**src/rtl/ngrfc_pkg.sv**
```systemverilog
// Shared constants and types for the NMEA GGA/RMC field capture unit.
package ngrfc_pkg;

  // Characters that steer the sentence parser
  localparam logic [7:0] ChComma  = 8'h2C;
  localparam logic [7:0] ChDollar = 8'h24;
  localparam logic [7:0] ChG      = 8'h47;
  localparam logic [7:0] ChC      = 8'h43;
  localparam logic [7:0] ChLf     = 8'h0A;

  // Character positions of the sentence type letters
  localparam logic [7:0] PosGga = 8'd5;
  localparam logic [7:0] PosRmc = 8'd6;

  // Field mask after reset: fields 2, 3, 4, 5, 7 and 9
  localparam logic [15:0] MaskReset = 16'd700;
  localparam int unsigned MaskBits  = 16;

  // One result transaction
  typedef struct packed {
    logic       store_valid;
    logic [7:0] store_addr;
    logic [7:0] store_data;
    logic       gga_ready;
    logic       rmc_ready;
    logic       sentence_end;
  } result_t;

endpackage

```
**src/rtl/ngrfc_core.sv**
```systemverilog
// Sentence position tracking, capture flags and buffer write decode.
module ngrfc_core (
  input  logic                clk_i,
  input  logic                rst_ni,
  input  logic                step_i,
  input  logic [7:0]          byte_i,
  input  logic [15:0]         mask_i,
  output ngrfc_pkg::result_t  result_o
);

  logic [7:0] char_q, char_d;
  logic [7:0] comma_q, comma_d;
  logic [7:0] widx_q, widx_d;
  logic       cap_q, cap_d;
  logic       gga_q, gga_d;
  logic       rmc_q, rmc_d;
  logic       gga_flag_q, gga_flag_d;
  logic       rmc_flag_q, rmc_flag_d;
  logic [7:0] char_inc;
  logic       field_sel;
  logic       store;
  logic       send;

  assign char_inc  = char_q + 8'd1;
  // Fields beyond the mask width are never stored
  assign field_sel = (comma_q < 8'(ngrfc_pkg::MaskBits)) && mask_i[comma_q[3:0]];

  // Decode one byte against the current sentence state
  always_comb begin
    char_d     = char_inc;
    comma_d    = comma_q;
    widx_d     = widx_q;
    cap_d      = cap_q;
    gga_d      = gga_q;
    rmc_d      = rmc_q;
    gga_flag_d = gga_flag_q;
    rmc_flag_d = rmc_flag_q;
    store      = 1'b0;
    send       = 1'b0;
    if (byte_i == ngrfc_pkg::ChComma) begin
      comma_d = comma_q + 8'd1;
    end else if (!cap_q) begin
      if (byte_i == ngrfc_pkg::ChDollar) begin
        char_d  = 8'd1;
        comma_d = 8'd0;
        widx_d  = 8'd0;
      end else if (char_inc == ngrfc_pkg::PosGga && byte_i == ngrfc_pkg::ChG) begin
        gga_d      = 1'b1;
        cap_d      = 1'b1;
        gga_flag_d = 1'b0;
      end else if (char_inc == ngrfc_pkg::PosRmc && byte_i == ngrfc_pkg::ChC) begin
        rmc_d      = 1'b1;
        cap_d      = 1'b1;
        rmc_flag_d = 1'b0;
      end
    end else if (gga_q) begin
      if (byte_i == ngrfc_pkg::ChLf) begin
        gga_d      = 1'b0;
        cap_d      = 1'b0;
        gga_flag_d = 1'b1;
        send       = 1'b1;
      end else if (field_sel) begin
        widx_d = widx_q + 8'd1;
        store  = 1'b1;
      end
    end else if (rmc_q) begin
      if (byte_i == ngrfc_pkg::ChLf) begin
        rmc_d      = 1'b0;
        cap_d      = 1'b0;
        rmc_flag_d = 1'b1;
        send       = 1'b1;
      end
    end
  end

  // Form the result transaction from the updated state
  always_comb begin
    result_o.store_valid  = store;
    result_o.store_addr   = store ? widx_d : 8'd0;
    result_o.store_data   = store ? byte_i : 8'd0;
    result_o.gga_ready    = gga_flag_d;
    result_o.rmc_ready    = rmc_flag_d;
    result_o.sentence_end = send;
  end

  // Advance the state on each processed byte
  always_ff @(posedge clk_i or negedge rst_ni) begin
    if (!rst_ni) begin
      char_q     <= 8'd0;
      comma_q    <= 8'd0;
      widx_q     <= 8'd0;
      cap_q      <= 1'b0;
      gga_q      <= 1'b0;
      rmc_q      <= 1'b0;
      gga_flag_q <= 1'b0;
      rmc_flag_q <= 1'b0;
    end else if (step_i) begin
      char_q     <= char_d;
      comma_q    <= comma_d;
      widx_q     <= widx_d;
      cap_q      <= cap_d;
      gga_q      <= gga_d;
      rmc_q      <= rmc_d;
      gga_flag_q <= gga_flag_d;
      rmc_flag_q <= rmc_flag_d;
    end
  end

endmodule

```
**src/rtl/nmea_gga_rmc_field_capture_unit.sv**
```systemverilog
// Top level of the NMEA GGA/RMC field capture unit.
//
//   channel | direction | handshake                | payload
//   --------+-----------+--------------------------+-----------------------------
//   in      | input     | in_valid_i / in_stall_o  | rx_byte_i
//   out     | output    | out_valid_o / out_stall_i| store_*_o, *_ready_o, sentence_end_o
//   cfg     | input     | cfg_valid_i / cfg_ready_o| cfg_data_i (gga_field_mask)
//
// One byte per cycle while the output is not stalled; a byte is registered, decoded by
// the core and its result registered in the result register, from which it is offered.
// The parser core updates its state as each byte moves on to the result register.
// Reset clears the parser state and loads the field mask with its default.
// A stalled output holds its result; the input stalls only while both
// registers are full and the output is stalled. Configuration is always ready.
module nmea_gga_rmc_field_capture_unit (
  input  logic        clk_i,
  input  logic        rst_ni,
  input  logic        in_valid_i,
  output logic        in_stall_o,
  input  logic [7:0]  rx_byte_i,
  output logic        out_valid_o,
  input  logic        out_stall_i,
  output logic        store_valid_o,
  output logic [7:0]  store_addr_o,
  output logic [7:0]  store_data_o,
  output logic        gga_ready_o,
  output logic        rmc_ready_o,
  output logic        sentence_end_o,
  input  logic        cfg_valid_i,
  output logic        cfg_ready_o,
  input  logic [15:0] cfg_data_i
);

  logic               in_valid_q;
  logic [7:0]         in_byte_q;
  logic               out_valid_q;
  ngrfc_pkg::result_t out_q;
  ngrfc_pkg::result_t core_res;
  logic [15:0]        mask_q;
  logic               advance;
  logic               step;

  // Move a byte on whenever the result register can take it
  assign advance    = !(out_valid_q && out_stall_i);
  assign step       = in_valid_q && advance;
  assign in_stall_o = in_valid_q && !advance;
  assign cfg_ready_o = 1'b1;

  // Hold the field mask
  always_ff @(posedge clk_i or negedge rst_ni) begin
    if (!rst_ni) begin
      mask_q <= ngrfc_pkg::MaskReset;
    end else if (cfg_valid_i) begin
      mask_q <= cfg_data_i;
    end
  end

  // Input register: load whenever it is empty or its byte moves on
  always_ff @(posedge clk_i or negedge rst_ni) begin
    if (!rst_ni) begin
      in_valid_q <= 1'b0;
    end else if (!in_stall_o) begin
      in_valid_q <= in_valid_i;
    end
  end

  always_ff @(posedge clk_i) begin
    if (in_valid_i && !in_stall_o) begin
      in_byte_q <= rx_byte_i;
    end
  end

  ngrfc_core u_core (
    .clk_i    (clk_i),
    .rst_ni   (rst_ni),
    .step_i   (step),
    .byte_i   (in_byte_q),
    .mask_i   (mask_q),
    .result_o (core_res)
  );

  // Result register
  always_ff @(posedge clk_i or negedge rst_ni) begin
    if (!rst_ni) begin
      out_valid_q <= 1'b0;
    end else if (advance) begin
      out_valid_q <= in_valid_q;
    end
  end

  always_ff @(posedge clk_i) begin
    if (step) begin
      out_q <= core_res;
    end
  end

  assign out_valid_o    = out_valid_q;
  assign store_valid_o  = out_q.store_valid;
  assign store_addr_o   = out_q.store_addr;
  assign store_data_o   = out_q.store_data;
  assign gga_ready_o    = out_q.gga_ready;
  assign rmc_ready_o    = out_q.rmc_ready;
  assign sentence_end_o = out_q.sentence_end;

endmodule

```
**config.mk**
```make
export PLATFORM = sky130hd
export DESIGN_NAME = nmea_gga_rmc_field_capture_unit
export DESIGN_NICKNAME = d
export VERILOG_FILES = /design/src/rtl/ngrfc_pkg.sv /design/src/rtl/ngrfc_core.sv /design/src/rtl/nmea_gga_rmc_field_capture_unit.sv
export SDC_FILE = /design/constraint.sdc
export NUM_CORES = 1
export LEC_CHECK = 0
export BUFFER_PORTS_ARGS = -buffer_cell sky130_fd_sc_hd__buf_2
export CORE_AREA = 2 2 90 92
export DETAILED_ROUTE_END_ITERATION = 7
export DIE_AREA = 0 0 92 94
export PLACE_DENSITY = 0.7
export SYNTH_ARGS = -nofsm -noshare
export SYNTH_HDL_FRONTEND = slang
export SYNTH_HIERARCHICAL = 1
export SYNTH_SLANG_ARGS = --single-unit
```
**constraint.sdc**
```tcl
create_clock -name clk_i -period 3.8 [get_ports clk_i]
set_input_delay 0.19 -clock clk_i [delete_from_list [all_inputs] [get_ports clk_i]]
set_output_delay 0.19 -clock clk_i [all_outputs]
set_load 0.02 [all_outputs]
```
==> impl_results.md, run 1 <==
* Status: complete, no violations
* Worst R2R Start: u_core/comma_q[0]
* Clk_skew at 9.09 ps
* EDFF count, synth at 28
* 1st-pass router iterations at 4
* Achievable Freq at 352 MHz
* Synth area leaders: dfrtp_1 (28%), edfxtp_1 (23%), dfstp_2 (4.3%), mux2_4 (4.1%), nand3_1 (3.4%)
* Async SR Flop Fraction at 0.627
* Layout cell share with drive strength beyond 1 at 0.283
* CP Capture Point: store_data_o[5]
* PD cells at 460 nW/um^2
* H-tree levels at 3
* Routed vias/inst at 5.28
* DRC viols at 0
* Vias in the first global route at 2462
* Register bit total from synthesis at 75
* # rows at 32
* Crit-path cells: mux4_2, mux2_2, and4_1, a31oi_1, buf_4, or2_1, inv_2, and2_1
* Wl on met1 at 3.08 mm
* Yosys warning count at 6
* Register area share after synthesis at 0.546
* Vias at 2499
* RSZ-0062 raised after global routing: false
* CTS buffer count at 9
* Startpoint Class: flip-flop
* Setup Buffers After CTS at 0
* Routed Antenna Nets at 0
* MaxCap Viol Count at 0
* CP bufs+invs at 2
* Multi-input gate area at 1510 um^2
* CP max-delay cell: dfrtp_1
* Die width at 92 um
* Cell accounting for the most synthesized area: dfrtp_1
* Largest net degree at the start of global routing at 48
* Area Overhead vs Synth at 14.5%
* Max-slew violation total from the final report at 0
* WL final at 6.86 mm
* Core Area at 7610 um^2
* Max IR drop VDD at 0.195 mV
* Max Used Layer: met4
* Yosys cell types at 56
* Met3 WL at 182 um
* Hold Crit Class: in -> reg
* Synth cell count leaders: dfrtp_1 (41), edfxtp_1 (28), nand3_1 (25), nand2_1 (24), o21ai_0 (18)
* Crit-path max cell delay at 580 ps
* Nets at 400
* Worst EP arrival at 2960 ps
* Crit-path max FO at 12
* Critical Path Sink Type: flip-flop
* Max Buffers Root-to-Sink at 2
* Cell depth of the worst setup path at 8
* # clock sinks at 75
* CTS clk-pin slew, worst paths at 90 ps
* First-pass GRT wire length at 11.7 mm
* # port buffers at 50
* Starting density of the core at 0.487
* # hold bufs at CTS at 0
* Worst-Margin Slew at 1060 ps
* CP required at 3920 ps
* Period utilization at 0.748
* Overflow after GRT at 0
* Fin Hold WS at 13.4 ps
* Worst Reg-to-Reg Cells at 8
* FF-to-FF setup slack at 960 ps
* Die area at 8650 um^2
* Detail Placement HPWL at 4.84 mm
* Initial DRC count at 143
* Fillers at 663
* Root Buffer: clkbuf_8
* Most frequent cell after synthesis: dfrtp_1
* Routed len/inst at 14.5 um
* Fin. Hold Viols at 0
* CP delay by family, top: multiplexers
* FF/Latch Area at 2020 um^2
* RD Place Congestion at 0.822
* Initial antenna violation count at 0
* Max_slew headroom at 0.293
* Gr usage total at 0.174
* Worst setup path class: reg -> reg
* Met2 wire len at 3.49 mm
* Top-area cell type share of the netlist area at 0.277
* Syn avg cell area at 11.5 um^2
* Fin Setup TNS at 0 ps
* Crit path from: u_core/comma_q[0]
* Die height at 94 um
* # setup viols final at 0
* Main synth FF type: dfrtp_1
* Leakage at 1.84 nW
* Worst R2R End: store_data_o[5]
* Mapped Area at 3700 um^2
* Syn nets at 355
* Antenna Cells at 0
* Worst-Skew Late Latency at 350 ps
* Final min period at 2840 ps
* IO Pins at 52
* Post-cts sizing count at 0
* CTS tree: done
* Syn Inst Count at 321
-- cell families (layout without fill, tap and decap cells) --
kind of cell / after synthesis / count (layout) / synth area share
AOI/OAI and AO/OA: 55 / 55 / 0.0959
xor gates and xnor gates: 11 / 11 / 0.0260
adders and majority gates: 5 / 5 / 0.0169
buffers and inverters: 33 / 83 / 0.0483
DFF: 75 / 75 / 0.546
muxes: 27 / 27 / 0.0996
other: 1 / 1 / 0.00101
and+or+nand+nor: 114 / 114 / 0.166
-- cell usage in the layout (no fill, tap or decap), types with 3 or more instances in the layout --
| cell | n |
|---|---|
| a21oi_1 | 12 |
| a31oi_1 | 5 |
| and2_1 | 10 |
| and3_1 | 8 |
| and4_1 | 4 |
| buf_2 | 50 |
| buf_4 | 4 |
| bufinv_16 | 3 |
| clkbuf_8 | 9 |
| clkinv_4 | 3 |
| dfrtp_1 | 41 |
| dfstp_2 | 6 |
| edfxtp_1 | 28 |
| ha_1 | 5 |
| inv_1 | 12 |
| mux2_2 | 9 |
| mux2_4 | 10 |
| mux2i_1 | 5 |
| mux4_2 | 3 |
| nand2_1 | 24 |
| nand2b_1 | 6 |
| nand3_1 | 25 |
| nor2_1 | 15 |
| nor3_1 | 3 |
| o211ai_1 | 3 |
| o21ai_0 | 18 |
| or4_1 | 4 |
| xnor2_1 | 6 |
| xor2_1 | 5 |
-- report_power, final --
part	total [mW]	leakage, nW	switching, mW	internal [mW]
clock	0.756	0.124	0.315	0.442
combinational	0.225	0.881	0.122	0.103
sequential	0.969	0.833	0.0562	0.913
total	1.95	1.84	0.493	1.46
-- layer usage --
| layer | GRT usage | vias up |
|---|---|---|
| li1 | - | 1243 |
| met1 | 0.222 | 1214 |
| met2 | 0.290 | 37 |
| met3 | 0.0409 | 5 |
| met4 | 0.0684 | 0 |
| met5 | 0 | - |
-- through the flow --
step	util	cells	instance area, um^2	setup WS (ps)	total power, mW
global route	0.558	473	4240	740	2.04
global placement	0.525	457	3990	1050	1.20
detailed placement	0.525	457	3990	952	1.21
floorplan	-	321	3700	614	1.14
finish	0.558	473	4240	959	1.95
CTS	0.558	473	4240	946	1.97
-- flip-flops by register name, summed over array words and instances, names as in the netlist, 8 cells and up --
register        count
mask_q             16
in_byte_q           8
store_addr_o        8
store_data_o        8
u_core/char_q       8
u_core/comma_q      8
u_core/widx_q       8
-- how the worst min path moves through the flow --
| stage | startpoint | cells after the start | to | slack [ps] |
|---|---|---|---|---|
| 4_1_cts | rx_byte_i[7] | 1 | in_byte_q[7] | 0.7 |
| 6_report | rx_byte_i[7] | 1 | in_byte_q[7] | 10 |
| 3_3_place_gp | rx_byte_i[1] | 1 | in_byte_q[1] | 370 |
| 3_5_place_dp | rx_byte_i[7] | 1 | in_byte_q[7] | 370 |
| 5_1_grt | rx_byte_i[6] | 1 | in_byte_q[6] | 0.6 |
| 2_1_floorplan | rst_ni | 0 | in_valid_q | -110 |
-- final cells by class --
| class | count | area share |
|---|---|---|
| clock buffers | 9 | 0.0292 |
| clock inverters | 7 | 0.0295 |
| inverters | 13 | 0.0115 |
| multi-input cells | 213 | 0.357 |
| flip-flops and latches | 75 | 0.477 |
| well taps | 102 | 0.0301 |
| repair buffers | 54 | 0.0661 |
(Power assumes the default switching activity.)
==> run 2: changes to the inputs <==
- ABC_AREA: unset -> 1
- CORE_AREA: 2 2 90 92 -> 2 2 94 96
- DIE_AREA: 0 0 92 94 -> 0 0 96 98
- PLACE_DENSITY: 0.7 -> 0.73
- clock period: 3.8 -> 2.49 ns (I/O delays scaled with it)
==> impl_results.md, run 2 <==
* Status: complete, no violations
* Most frequent cells in the layout: nand2_1 (118), inv_1 (65), buf_2 (50), nand3_1 (44), dfrtp_1 (41)
* Max reg flops at 16 (unchanged)
* # port buffers at 50 (unchanged)
* Setup WS pre-CTS at 343 ps (-609 ps)
* CTS clk-pin slew, worst paths at 90 ps (about the same)
* Worst-Margin Slew at 605 ps (-456 ps)
* Routed len/inst at 13.3 um (-8.0%)
* 1st-pass router iterations at 5 (+1)
* Hold Crit Class: in -> reg
* Max Buffers Root-to-Sink at 2 (unchanged)
* CP required at 2590 ps (-1330 ps)
* Die height at 98 um (+4.3%)
* Synth area leaders: dfrtp_1 (25%), edfxtp_1 (21%), nand2_1 (11%), inv_1 (6.0%), nand3_1 (5.4%)
* FF-to-FF setup slack at 340 ps (-620 ps)
* Critical Path Sink Type: flip-flop
* Yosys warning count at 6 (unchanged)
* Design Area, Final at 4840 um^2 (+14%)
* Final worst slack at 343 ps (-617 ps)
* # rows at 34 (+6.3%)
* Final min period at 2150 ps (-693 ps)
* Initial antenna violation count at 0 (unchanged)
* Vias in the first global route at 3374 (+37%)
* Period utilization at 0.862 (+0.115)
* Main synth FF type: dfrtp_1
* Register bit total from synthesis at 75 (unchanged)
* Startpoint Class: flip-flop
* Cell accounting for the most synthesized area: dfrtp_1
* Hold-critical path depth at 3 (+2)
* Die width at 96 um (+4.3%)
* Post-cts sizing count at 0 (unchanged)
* RSZ-0062 raised after global routing: false
* Hold Path Origin: cfg_data_i[13]
* # setup viols final at 0 (unchanged)
* EDFF count, synth at 28 (unchanged)
* CTS tree: done
* Clk_skew at 13.3 ps (+4.23 ps)
* Yosys cell types at 42 (-25%)
* Achievable Freq at 466 MHz (+32%)
* Synth cell count leaders: nand2_1 (118), inv_1 (65), nand3_1 (44), dfrtp_1 (41), nor2_1 (40)
* CTS buffer count at 9 (unchanged)
* Routed Antenna Nets at 0 (unchanged)
* WL final at 8.94 mm (+30%)
* Crit-path max FO at 14 (+2)
* Area after DPL at 4380 um^2 (+9.8%)
* Max-slew violation total from the final report at 0 (unchanged)
* Gr usage total at 0.210 (+0.0354)
* Largest Register: mask_q
* Largest net degree at the start of global routing at 48 (unchanged)
* Initial DRC count at 202 (+41%)
* Fin. Hold Viols at 0 (unchanged)
* Antenna Cells at 0 (unchanged)
* Max_slew headroom at 0.597 (+0.304)
* Vias at 3399 (+36%)
* Die area at 9410 um^2 (+8.8%)
* Worst-Skew Late Latency at 350 ps (about the same)
* Layout cell share with drive strength beyond 1 at 0.205 (-0.0784)
* Root Buffer: clkbuf_8
* DRC viols at 0 (unchanged)
* Leakage at 2.21 nW (+20%)
* Mapped Area at 4080 um^2 (+10%)
* Overflow after GRT at 0 (unchanged)
* Routed vias/inst at 5.07 (-4.0%)
* MaxCap Viol Count at 0 (unchanged)
* Top-area cell type share of the netlist area at 0.251 (-0.0257)
* Starting density of the core at 0.482 (-0.00459)
* Max IR drop VDD at 0.340 mV (+75%)
* Most common cell after layout, fill and taps aside: nand2_1
* Worst Reg-to-Reg Cells at 14 (+6)
* IO Pins at 52 (unchanged)
* Syn avg cell area at 8.47 um^2 (-27%)
* PD cells at 590 nW/um^2 (+28%)
* Core Area at 8470 um^2 (+11%)
* # clock sinks at 75 (unchanged)
* Worst R2R Start: u_core/comma_q[0]
* Syn Inst Count at 482 (+50%)
* Worst setup path class: reg -> reg
* Fillers at 755 (+14%)
* Detail Placement HPWL at 6.22 mm (+29%)
* Worst Hold Path EP: mask_q[13]
* Layout Utilization at 0.571 (+0.0135)
* Fin Setup TNS at 0 ps (unchanged)
* Nets at 591 (+48%)
* Most frequent cell after synthesis: nand2_1
* Syn nets at 516 (+45%)
* H-tree levels at 3 (unchanged)
* Overall power at 2.85 mW (+46%)
* Worst R2R End: store_addr_o[7]
* Async SR Flop Fraction at 0.627 (unchanged)
* Worst EP arrival at 2250 ps (-710 ps)
* Area Overhead vs Synth at 18.4%
* RD Place Congestion at 0.944 (+15%)
* Register area share after synthesis at 0.496 (-0.0507)
* First-pass GRT wire length at 15.4 mm (+31%)
[run 2: worst max path at each step]
stage	start	endpoint	slack, ps
3_3_place_gp	u_core/comma_q[0]	store_addr_o[2]	430
2_1_floorplan	out_valid_o	u_core/comma_q[4]	230
5_1_grt	u_core/comma_q[0]	store_addr_o[3]	50
3_5_place_dp	u_core/comma_q[0]	store_addr_o[5]	340
4_1_cts	u_core/comma_q[0]	store_addr_o[2]	280
6_report	u_core/comma_q[0]	store_addr_o[7]	340
[run 2: critical path, cell delays in order, from the launching register on]
cell and delay, ps:
dfrtp_1 550, inv_2 270, nand2_1 90, nand2_1 70, nand2_1 50, nand3_1 80, nand2_1 80, nand2_2 90
nand3_4 100, nor2_1 190, nand3_1 90, nand2_1 70, nand2_1 60, nand2_1 60, nor2_1 40
[run 2: per-stage QoR]
stage | hold slack [ps] | instances
2_1_floorplan | -171 | 482
3_3_place_gp | 261 | 628
3_5_place_dp | 268 | 628
4_1_cts | 8.64 | 669
5_1_grt | 19.0 | 670
6_report | 10.9 | 670
[run 2: cell type report]
cell class              count  area [um^2]  area share
clock buffers              10          128      0.0264
clock inverters             6         66.3      0.0137
inverters                  73          274      0.0567
multi-input cells         317         1660       0.344
flip-flops and latches     75         2020       0.419
well taps                 108          135      0.0279
repair buffers             81          546       0.113
[run 2: kinds of logic after synthesis]
logic type                 share of synthesized area
AOI/OAI and AO/OA                             0.0839
xor gates and xnor gates                      0.0214
adders and majority gates                     0.0153
buffers and inverters                         0.0999
DFF                                            0.496
other                                       0.000918
and+or+nand+nor                                0.283
[run 2: per-layer routing]
layer / GRT usage / routed length (um)
met1: 0.270 / 3900
met2: 0.347 / 4470
met3: 0.0316 / 380
met4: 0.0912 / 195
met5: 0 / 0
[run 2: repair_timing]
item / CTS / global route
hold endpoints to repair: 65 / 0
hold buffers: 25 / 0
setup buffers: 0 / 1
endpoints found under the setup margin: 0 / 1
[run 2: power by group]
| part | leakage [nW] | internal, mW | switching [mW] |
|---|---|---|---|
| Sequential | 0.875 | 1.39 | 0.0807 |
| Combinational | 1.25 | 0.169 | 0.279 |
| Clock | 0.0885 | 0.463 | 0.467 |
